===== config.mk =====
export PLATFORM = sky130hd
export DESIGN_NAME = sfs_cent
export DESIGN_NICKNAME = d
export VERILOG_FILES = /design/src/hdl/sfs_pkg.sv /design/src/hdl/sfs_cent.sv
export SDC_FILE = /design/constraint.sdc
export NUM_CORES = 1
export LEC_CHECK = 0
export ABC_AREA = 1
export BUFFER_PORTS_ARGS = -buffer_cell sky130_fd_sc_hd__buf_2
export CORE_AREA = 2 2 311 313
export DETAILED_ROUTE_END_ITERATION = 8
export DIE_AREA = 0 0 313 315
export RECOVER_POWER = 100
export SETUP_SLACK_MARGIN = 0.3
export SYNTH_ARGS = -nofsm -noshare
export SYNTH_HDL_FRONTEND = slang
export SYNTH_SLANG_ARGS = --single-unit

===== constraint.sdc =====
create_clock -name clk -period 8.95 [get_ports clk]
set_input_delay 1.79 -clock clk [delete_from_list [all_inputs] [get_ports clk]]
set_output_delay 1.79 -clock clk [all_outputs]
set_load 0.02 [all_outputs]

===== src/hdl/sfs_pkg.sv =====
// Package for the sphere face subdivision unit: widths, payload structs and
// the saturation helper shared by the pipeline modules.
// No dependencies.
package sfs_pkg;

	localparam int COORD_WIDTH = 16;
	localparam int FRAC_BITS   = 14;

	localparam int NUM_VERTS   = 4;
	localparam int IN_W        = NUM_VERTS * 3 * COORD_WIDTH;
	localparam int OUT_DATA_W  = ((3 * COORD_WIDTH + 3 + 7) / 8) * 8;
	localparam int OUT_USER_W  = 4;

	// a corner is a sum of up to four vertices
	localparam int VEC_W   = COORD_WIDTH + 2;
	// scaled magnitudes have their leading one at bit MSB_TGT
	localparam int MSB_TGT = 29;
	localparam int MG_W    = MSB_TGT + 1;
	localparam int SH_W    = $clog2(MG_W);
	localparam int SQ_W    = 2 * MG_W;
	localparam int M_W     = SQ_W + 2;
	localparam int L_W     = M_W / 2;
	localparam int N_W     = MG_W + FRAC_BITS + 1;
	localparam int Q_W     = FRAC_BITS + 1;
	localparam int SUM_W   = COORD_WIDTH + 2;
	localparam int SAT_W   = SUM_W + Q_W;
	localparam int DIV3_SH  = SUM_W;
	localparam int DIV3_MUL = ((1 << DIV3_SH) + 2) / 3;

	localparam logic [2:0] NODES_TRI  = 3'd3;
	localparam logic [2:0] NODES_QUAD = 3'd4;
	localparam logic [2:0] LAST_SF_TRI  = 3'd5;
	localparam logic [2:0] LAST_SF_QUAD = 3'd3;

	typedef logic signed [VEC_W-1:0]       vec_t;
	typedef logic signed [COORD_WIDTH-1:0] coord_t;

	typedef struct packed {
		logic [2:0] sub_face;
		logic [2:0] corner;
		logic       cent;
		logic       last;
		logic       quad;
	} meta_t;

	typedef struct packed {
		logic [2:0][MG_W-1:0] mg;
		logic [2:0]           sgn;
		logic                 zero;
		meta_t                meta;
	} npay_t;

	typedef struct packed {
		logic [2:0] sgn;
		logic       zero;
		meta_t      meta;
	} spay_t;

	function automatic coord_t sat_coord(input logic signed [SAT_W-1:0] v);
		logic signed [SAT_W-1:0] hi;
		logic signed [SAT_W-1:0] lo;
		coord_t                  r;
		hi = {{(SAT_W-COORD_WIDTH+1){1'b0}}, {(COORD_WIDTH-1){1'b1}}};
		lo = ~hi;
		if (v > hi) begin
			r = hi[COORD_WIDTH-1:0];
		end else if (v < lo) begin
			r = lo[COORD_WIDTH-1:0];
		end else begin
			r = v[COORD_WIDTH-1:0];
		end
		return r;
	endfunction

endpackage


===== src/hdl/sfs_cent.sv =====
// Centroid accumulator and output register: sums the normalized corners of
// a sub-face and forms their rounded mean. Depends on sfs_pkg.
module sfs_cent (
	input  logic                            clk,
	input  logic                            arst_n,
	input  logic                            en,
	input  logic                            in_valid,
	input  sfs_pkg::coord_t [2:0]           in_p,
	input  logic                            in_zero,
	input  sfs_pkg::meta_t                  in_meta,
	output logic                            m_tvalid,
	input  logic                            m_tready,
	output logic [sfs_pkg::OUT_DATA_W-1:0]  m_tdata,
	output logic [sfs_pkg::OUT_USER_W-1:0]  m_tuser,
	output logic                            m_tlast
);
	import sfs_pkg::*;

	logic signed [SUM_W-1:0] sum_q [3];
	logic                    out_valid_q;
	coord_t [2:0]            p_q;
	logic [2:0]              sf_q;
	logic [2:0]              cn_q;
	logic                    zero_q;
	logic                    last_q;
	logic                    cent_q;
	logic                    quad_q;

	logic [SUM_W-1:0]          a [3];
	logic [2*SUM_W-1:0]        prod [3];
	logic [SUM_W-1:0]          q [3];
	logic signed [SAT_W-1:0]   qs [3];
	coord_t [2:0]              mean;
	coord_t [2:0]              p_sel;

	always_comb begin
		for (int i = 0; i < 3; i++) begin
			a[i]    = sum_q[i][SUM_W-1] ? SUM_W'(-sum_q[i]) : SUM_W'(sum_q[i]);
			prod[i] = (2*SUM_W)'(a[i] + SUM_W'(1)) * (2*SUM_W)'(DIV3_MUL);
			q[i]    = in_meta.quad ? ((a[i] + SUM_W'(2)) >> 2) : prod[i][DIV3_SH +: SUM_W];
			qs[i]   = {{(SAT_W-SUM_W){1'b0}}, q[i]};
			if (sum_q[i][SUM_W-1]) qs[i] = -qs[i];
			mean[i]  = sat_coord(qs[i]);
			p_sel[i] = in_meta.cent ? mean[i] : in_p[i];
		end
	end

	// accumulate corners; restart on the first corner of each sub-face
	always_ff @(posedge clk) begin
		if (en && in_valid && !in_meta.cent) begin
			for (int i = 0; i < 3; i++) begin
				if (in_meta.corner == '0) begin
					sum_q[i] <= SUM_W'(in_p[i]);
				end else begin
					sum_q[i] <= sum_q[i] + SUM_W'(in_p[i]);
				end
			end
		end
	end

	always_ff @(posedge clk or negedge arst_n) begin
		if (!arst_n) begin
			out_valid_q <= 1'b0;
		end else if (en) begin
			out_valid_q <= in_valid;
		end
	end

	always_ff @(posedge clk) begin
		if (en && in_valid) begin
			p_q    <= p_sel;
			sf_q   <= in_meta.sub_face;
			cn_q   <= in_meta.corner;
			zero_q <= in_meta.cent ? 1'b0 : in_zero;
			last_q <= in_meta.last;
			cent_q <= in_meta.cent;
			quad_q <= in_meta.quad;
		end
	end

	assign m_tvalid = out_valid_q;
	assign m_tdata  = OUT_DATA_W'({sf_q, p_q[2], p_q[1], p_q[0]});
	assign m_tuser  = {zero_q, cn_q};
	assign m_tlast  = last_q;

	a_last_cent: assert property (@(posedge clk) disable iff (!arst_n)
		(m_tvalid && m_tlast) |-> cent_q) else $error("last item is not a centroid");
	a_cent_nz: assert property (@(posedge clk) disable iff (!arst_n)
		(m_tvalid && cent_q) |-> !zero_q) else $error("centroid flagged zero length");
	a_cent_cn: assert property (@(posedge clk) disable iff (!arst_n)
		(m_tvalid && cent_q) |-> (cn_q == (quad_q ? NODES_QUAD : NODES_TRI)))
		else $error("centroid corner number differs from node count");
	a_hold: assert property (@(posedge clk) disable iff (!arst_n)
		(m_tvalid && !m_tready) |=> (m_tvalid && $stable(m_tdata) && $stable(m_tuser)
		&& $stable(m_tlast))) else $error("item changed while held");

endmodule


# [Yosys cells after proc, flatten, opt, wreduce, memory -nomap -nowiden]
# Memory sizes are Yosys's and may differ from the RTL's.
# Cells that the tools add are included.
[word_totals] ff_bits=57 latch_bits=0 ram_bits=54 mem_bits_ro=0 inputBits=63 output_inout_bits=62 wordCells=67 memories=1
[mem_list] memory="sum_q" depth=3 width=18 read_ports=3 rd_ports_with_merged_regs=0 wr=3 line_no="sfs_cent.sv:19" rtl="logic signed [SUM_W-1:0] sum_q [3];"
[op_classes] addsub=15 n_mul=3 div_mod_pow=0 magnitude_cmp=6 eq_ne=0 shift=0 muxes=27 n_bitwise=3 reduce_logical=4
[ops] operator="$mux 18" count=9
[ops] operator="$mux 16" count=9
[ops] operator="$mul 19x16->35 const B" count=3
[ops] operator="$gt 33x16->1 const B" count=3
[ops] operator="$lt 33x16->1 const B" count=3
[ops] operator="$mux 33" count=3
[ops] operator="$neg 18->33" count=3
[ops] operator="$add 18x1->19 const B" count=3
[ops] operator="$add 18x16->18" count=3
[ops] operator="$add 18x2->18 const B" count=3
[ops] operator="$neg 18->18" count=3
[ops] operator="$mux 1" count=6
[ops] operator="$logic_not 3->1" count=1
[ops] operator="$or 1x1->1" count=3
[ops] operator="$logic_and 1x1->1" count=2
[ops] operator="$logic_not 1->1" count=1

# [Logic depth before layout (Yosys ltp)]
# Gate-level depths: netlist (run 1).
# An unclocked memory read counts as a cell.
[logic_depth] word_depth=12 depth_mapped=55 mapped_depth_nobuf=53

# [Least setup slack after synthesis (run 1)]
# Ideal clock, no wire load.
[synth_path] path_kind="register to register" from="mem sum_q[1][0] (netlist bit)" to="reg p_q, in the netlist m_tdata[21], data pin" setup_time_ns=0.256 arrival_time_ns=7.915 required_time_ns=8.694 setup_slack_ns=0.779 stages_incl_launch_ff=49 n_path_buf=2 synth_period_minus_slack_ns=8.171 path_cell_list="edfxtp_1 > inv_2 > ha_1 > nor2_4 > xor2_2 > ha_1 > nand3_2 > nor2_2 > nand2_2 > nor2_1 > inv_2 > nor2_1 > nand2_1 > nand2_1 > o21a_1 > clkbuf_1 > inv_2 > nor2_1 > [13 not listed] > nand2_1 > nand3_1 > o21ai_0 > ha_1 > inv_1 > nor2_1 > nand2_1 > nor2_4 > nand3_1 > nand2_2 > nand2_1 > nand2_1 > nand2_1 > nor2_2 > nand2_2 > a21oi_4 > buf_8 > a21oi_2"
[synth_rtl] element="start: declaration" line_no="sfs_cent.sv:19"
[synth_rtl] element="end signal: assignment" line_no="sfs_cent.sv:71" rtl="p_q <= p_sel;"
[synth_rtl] element="end: declaration" line_no="sfs_cent.sv:21" rtl="coord_t [2:0] p_q;"

==> results of run 1 <==
per-layer routing:
metal / track usage / wire [microns] / vias to the layer above
li1: - / - / 14600
met1: 0.282 / 46400 / 13700
met2: 0.317 / 44300 / 708
met3: 0.0231 / 5520 / 86
met4: 0.0407 / 1680 / 0
met5: 0 / 0 / -
cell usage after synthesis (5+ instances only):
cell type  number
clkbuf_1       23
a22o_1          5
buf_6           7
o21ai_1        13
inv_2          19
o21a_1         17
nor2_4         18
buf_4          10
nand2_2        68
inv_1         927
nand3_2         8
or2_2          10
a21oi_2        20
o31ai_1         5
nand3b_1       32
nand2_4         5
o211ai_1        5
nor2_1        391
a21oi_1       195
buf_2           8
o21bai_1       26
a21boi_0        6
nand4_1        49
nor3_1         31
nand3_1       262
nor2_2         22
ha_1          470
o21ai_0       157
xnor2_1        41
nor4_1          6
nand2_1      1015
buf_1           9
xor2_1        107
a21o_1         19
fa_1          274
edfxtp_1      110
a31oi_1         9
flip-flops by register name, indices dropped and copies added, names as in the netlist:
name,flops
sf_q,3
m_tlast,1
sum_q,54
cn_q,3
m_tdata,48
m_tvalid,1
zero_q,1
logic make-up after synthesis:
family                   after synthesis  share of synthesized area
flip-flops                           111                      0.106
AO/OA/AOI/OAI                        498                     0.0925
adder cells (fa/ha/maj)              744                      0.363
XOR/XNOR                             150                     0.0425
buffers and inverters               1011                      0.126
other                                  2                   0.000240
AND/OR/NAND/NOR                     1929                      0.269
area by class of cell:
cell class                 count  area share
multi-input combinational   3344       0.701
antenna                        5    0.000342
sequential                   111      0.0910
clock inverter                 5     0.00205
timing repair buffer         318      0.0576
inverter                     951      0.0979
clock buffer                  11     0.00664
tap                         1276      0.0437
critical path: cells and delay by family (launching register included):
kind | cells | cell delay (ns)
fa+ha+maj | 7 | 2.93
simple gates | 24 | 2.83
buf+inv | 7 | 0.94
compound gates | 5 | 0.82
flops | 1 | 0.45
xor+xnor | 1 | 0.17
per-stage QoR:
stage	util	instances	hold WS [ns]	area, sq um
2_1_floorplan	-	4466	0.606	31400
3_3_place_gp	0.356	5911	0.526	34000
3_5_place_dp	0.356	5911	0.522	34000
4_1_cts	0.360	5929	0.536	34500
5_1_grt	0.382	6017	0.547	36600
6_report	0.382	6021	0.533	36600
final timing paths:
check | end | slack (ns) | depth (start not counted)
setup / recovery | m_tdata[13] | 0.54 | 44
hold / removal | m_tvalid | 0.53 | 2
setup reg to reg | m_tdata[13] | 0.54 | 44
hold reg to reg | m_tvalid | 0.53 | 2
max in group asynchronous | m_tvalid | 7.73 | 1
min in group asynchronous | m_tvalid | 1.14 | 1
repair_timing:
item	CTS	global route
setup buffers	2	85
endpoints found under the setup margin	45	48
pin swaps	3	107
resized for setup	19	375
cloned	0	2
power by group:
group          total [mW]  switching (mW)  internal, mW
clock network       0.467           0.236         0.231
registers           0.645          0.0200         0.625
logic                12.3            7.86          4.46
total                13.4            8.12          5.32
==> flow_summary.toml, run 1 <==
[drt]
wire_per_inst_microns = 16.3
wirelength_mm = 97.9
route.detailed.drc = 0
vias = 29100
ant_nets = 0
drt_iter0_markers = 2042
first_pass_iters = 7
vias_per_cell = 4.83

[layout]
synthToLayoutAreaGrowth_pct = 16.9
layout_commonest_cell = "nand2_1"
final_nets = 5542
multi_input_area_sq_mm = 0.0256
layout_common_cells = "nand2_1 (966), inv_1 (913), ha_1 (427)"
regArea_sq_mm = 0.00333
n_fill_cell = 10100
drive_gt1_frac = 0.159

[synthesis]
synth_area_leaders = "ha_1 (19%), fa_1 (18%), nand2_1 (12%)"
synthFlopType = "edfxtp_1"
syn_avg_cell_area_sq_um = 7.04
synth_cell_type_count = 62
synth_top_area_frac = 0.188
yosys_register_bits = 111
ys_warn_count = 0
yosysSeqAreaShare = 0.106
async_flop_share = 0.00901
syn_inst = 4445
yosysTopAreaCell = "ha_1"
synth_edf_count = 110
synthesis.area_sq_mm = 0.0313

[timing]
tightest_slew_ns = 3.02
max_freq_mhz = 119
worst_slack_ns = 0.545
setup-violations-final = 0
timing.final.crit_share = 0.939
slew_headroom = -1.01
finalMaxSlewViolations = 159
tns_ns = 0
rsz0062_at_grt = "yes"
skew_ns = 0.0161
min_period_ns = 8.41
hold_viol = 0

[worst_hold_path]
hold_class = "flop to flop"
hp-start = "m_tvalid"

[worst_setup_path]
end_kind = "flop"
cp.arrival_ns = 8.56
cp_common_cell = "nand2_1"
crit_required_ns = 9.10
slowest_delay_ns = 0.57
crit_path_start_kind = "flop"
r2r-start = "sum_q[0][0]"
worstSetupStartpoint = "sum_q[0][0]"
cp_slowest_cell = "fa_1"
crit_type = "flop to flop"
cp_max_fo = 7

[clock_tree]
clkTransAtPathRegs_ns = 0.09
worstSkewPairLatency_ns = 0.42
clock_sinks = 111
hold_buffers = 0
cts_tree = "done"
htree_num_levels = 3
cts-root-buf = "clkbuf_16"
cts_inserted_buffers = 9
clockBufferDepth = 2

[run]
drv_cap = 3

[floorplanning]
io_pins = 125
dieArea_sq_mm = 0.0986
coreArea_sq_mm = 0.0957
die_h_microns = 315
initial_core_util = 0.327
die_w_microns = 313
rows = 114

[placed_design]
dpl.hpwl_mm = 83.2
dp_slack_ns = 0.120
port_buffers = 118
gp_congestion = 0.960

[power_and_ir_drop]
power_density_mw_per_mm2 = 368
vdd_drop_max_uv = 345
power.total_mw = 13.4
p_leak_nw = 19.1

[grt]
overflow = 0
grt_pass1_wl_mm = 153
grt_usage = 0.197
grt_max_degree = 81
grt_pass1_vias = 28100
antenna_found_initial = 3

[outcome]
status = "finished with violations"
violations = "max-capacitance violations, max-slew violations"
(Power assumes the default switching activity.)
==> run 2, diff against run 1 <==
--- a/config.mk
+++ b/config.mk
@@ -5,11 +5,11 @@
 export SDC_FILE = /design/constraint.sdc
 export NUM_CORES = 1
 export LEC_CHECK = 0
-export ABC_AREA = 1
+export ABC_AREA = 0
 export BUFFER_PORTS_ARGS = -buffer_cell sky130_fd_sc_hd__buf_2
-export CORE_AREA = 2 2 311 313
+export CORE_AREA = 2 2 301 303
 export DETAILED_ROUTE_END_ITERATION = 8
-export DIE_AREA = 0 0 313 315
+export DIE_AREA = 0 0 303 305
 export RECOVER_POWER = 100
 export SETUP_SLACK_MARGIN = 0.3
 export SYNTH_ARGS = -nofsm -noshare
==> run 2 against run 1 <==
Effect of this change: worst setup slack got worse by 1.0 ns; worst hold slack improved by 0.0040 ns; via count decreased by 7.6%; the flow finishes with violations (design-rule violations, max-capacitance violations, max-slew violations, negative setup slack); cell area increased by 9.4%.
==> flow_summary.toml, run 2 <==
[floorplanning]
rows = 110
dieArea_sq_mm = 0.0924
initial_core_util = 0.327
die_w_microns = 303
coreArea_sq_mm = 0.0893
io_pins = 125
die_h_microns = 305

[synthesis]
synthesis.area_sq_mm = 0.0292
ys_top_cells_by_count = "inv_1 (573), ha_1 (470), fa_1 (274), nand2_1 (217), xnor2_1 (184)"
syn_avg_cell_area_sq_um = 8.69
async_flop_share = 0.00901
synth_most_common_cell = "inv_1"
yosysSeqAreaShare = 0.114
yosys_register_bits = 111
syn_inst = 3357
synthFlopType = "edfxtp_1"
synth_area_leaders = "ha_1 (20%), fa_1 (19%), edfxtp_1 (11%)"
synth_cell_type_count = 112
synth_top_area_frac = 0.202
ys_warn_count = 0
synth_edf_count = 110
yosysTopAreaCell = "ha_1"

[placed_design]
port_buffers = 118
dpl.hpwl_mm = 76.9
dp_slack_ns = -0.565
gp_congestion = 0.909
post-place-cells = 5252
placed_area_sq_mm = 0.0372

[drt]
first_pass_iters = 8
vias_per_cell = 4.99
wirelength_mm = 91.0
route.detailed.drc = 12
ant_nets = 0
drt_iter0_markers = 1353
wire_per_inst_microns = 16.9
vias = 26900

[timing]
rsz0062_at_grt = "yes"
timing.final.crit_share = 1.05
slew_headroom = -1.66
worst_slack_ns = -0.452
hold_viol = 0
max_freq_mhz = 106
min_period_ns = 9.40
setup-violations-final = 47
finalMaxSlewViolations = 229
skew_ns = 0.0159
tightest_slew_ns = 3.99

[layout]
regMostFlops = "sum_q"
layout_common_cells = "buf_4 (741), inv_1 (542), ha_1 (409)"
drive_gt1_frac = 0.305
layout_commonest_cell = "buf_4"
stdcell_area_sq_mm = 0.0400
final_nets = 5002
final_cells = 5379
synthToLayoutAreaGrowth_pct = 37.1
largest_reg_flops = 54
finalCoreUtilization = 0.448

[grt]
grt_pass1_wl_mm = 147
grt_max_degree = 93
antenna_found_initial = 6
overflow = 0
grt_pass1_vias = 27900
grt_usage = 0.198

[run]
drv_cap = 5

[worst_setup_path]
cp_slowest_cell = "fa_1"
cp_max_fo = 15
end_kind = "flop"
crit_type = "flop to flop"
crit_required_ns = 9.11
slowest_delay_ns = 0.55
crit_path_start_kind = "flop"
cp.arrival_ns = 9.56

[outcome]
violations = "design-rule violations, max-capacitance violations, max-slew violations, negative setup slack"
status = "finished with violations"

[clock_tree]
cts_tree = "done"
clockBufferDepth = 2
worstSkewPairLatency_ns = 0.39
cts-root-buf = "clkbuf_16"
clkTransAtPathRegs_ns = 0.10
clock_sinks = 111
htree_num_levels = 3
cts_inserted_buffers = 9

[worst_hold_path]
hold_class = "flop to flop"
run 2: cell types whose count changed in the layout (fill, tap and decap cells not counted), sizes merged, moves of 36 or more:
cell / delta
a211oi: +37
a21oi: -80
buf: +586
inv: -375
nand2: -871
nand2b: +36
nand3: -204
nor2: -266
nor3: +37
o31ai: +37
xnor2: +143
run 2: logic make-up after synthesis:
kind of cell,after synthesis,share of synthesized area
adders and majority gates,744,0.389
muxes,29,0.0101
xor gates and xnor gates,306,0.0918
DFF,111,0.114
other,2,0.000257
and+or+nand+nor,807,0.144
AOI/OAI and AO/OA,682,0.161
buffers and inverters,676,0.0896
run 2: cell type report:
| cell class | count | area [sq um] |
|---|---|---|
| clock buffers | 9 | 225 |
| multi-input cells | 2591 | 26000 |
| well taps | 1176 | 1470 |
| inverters | 575 | 2180 |
| repair buffers | 907 | 6720 |
| fillers | 8561 | 49300 |
| clock inverters | 7 | 106 |
| flip-flops and latches | 111 | 3330 |
| diodes | 3 | 7.51 |
run 2: timing repair:
action | CTS | global route
buffers inserted | 77 | 30
setup endpoints to repair | 48 | 48
pin swaps | 136 | 70
hold buffers | 0 | 0
cloned | 1 | 0
resized for setup | 205 | 101
run 2: final timing paths:
path                                   from          end  slack (ns)  depth (start not counted)
max in group asynchronous            arst_n     m_tvalid        7.71                          1
worst max register to register  sum_q[0][0]  m_tdata[11]       -0.45                         36
min in group asynchronous            arst_n     m_tvalid        1.16                          1
worst min register to register     m_tvalid     m_tvalid        0.54                          2
worst min-delay path               m_tvalid     m_tvalid        0.54                          2
worst max-delay path            sum_q[0][0]  m_tdata[11]       -0.45                         36
run 2: stage by stage:
step / hold WS, ns / TNS (ns)
detailed placement: 0.520 / -20.25
global placement: 0.512 / -18.21
CTS: 0.537 / -10.39
finish: 0.537 / -11.91
global route: 0.570 / -27.65
floorplan: 0.606 / -0.0298
run 2: layer usage:
| metal | global-route usage | routed length (microns) |
|---|---|---|
| met5 | 0 | 35 |
| met4 | 0.0455 | 2180 |
| met3 | 0.0259 | 3750 |
| met2 | 0.327 | 42500 |
| met1 | 0.273 | 42600 |
run 2: worst max-delay path: cells and delay by family, from the launching register on:
family / cells / cell delay (ns)
AO/OA/AOI/OAI: 7 / 1.85
XOR/XNOR: 1 / 0.28
adder cells (fa/ha/maj): 8 / 2.94
buffers and inverters: 8 / 0.89
flip-flops: 1 / 0.49
AND/OR/NAND/NOR: 12 / 2.72
Power of run 2 is left out: the tool's default activity adds up to more than one toggle a clock period on the data nets, which glitch-free logic cannot reach.
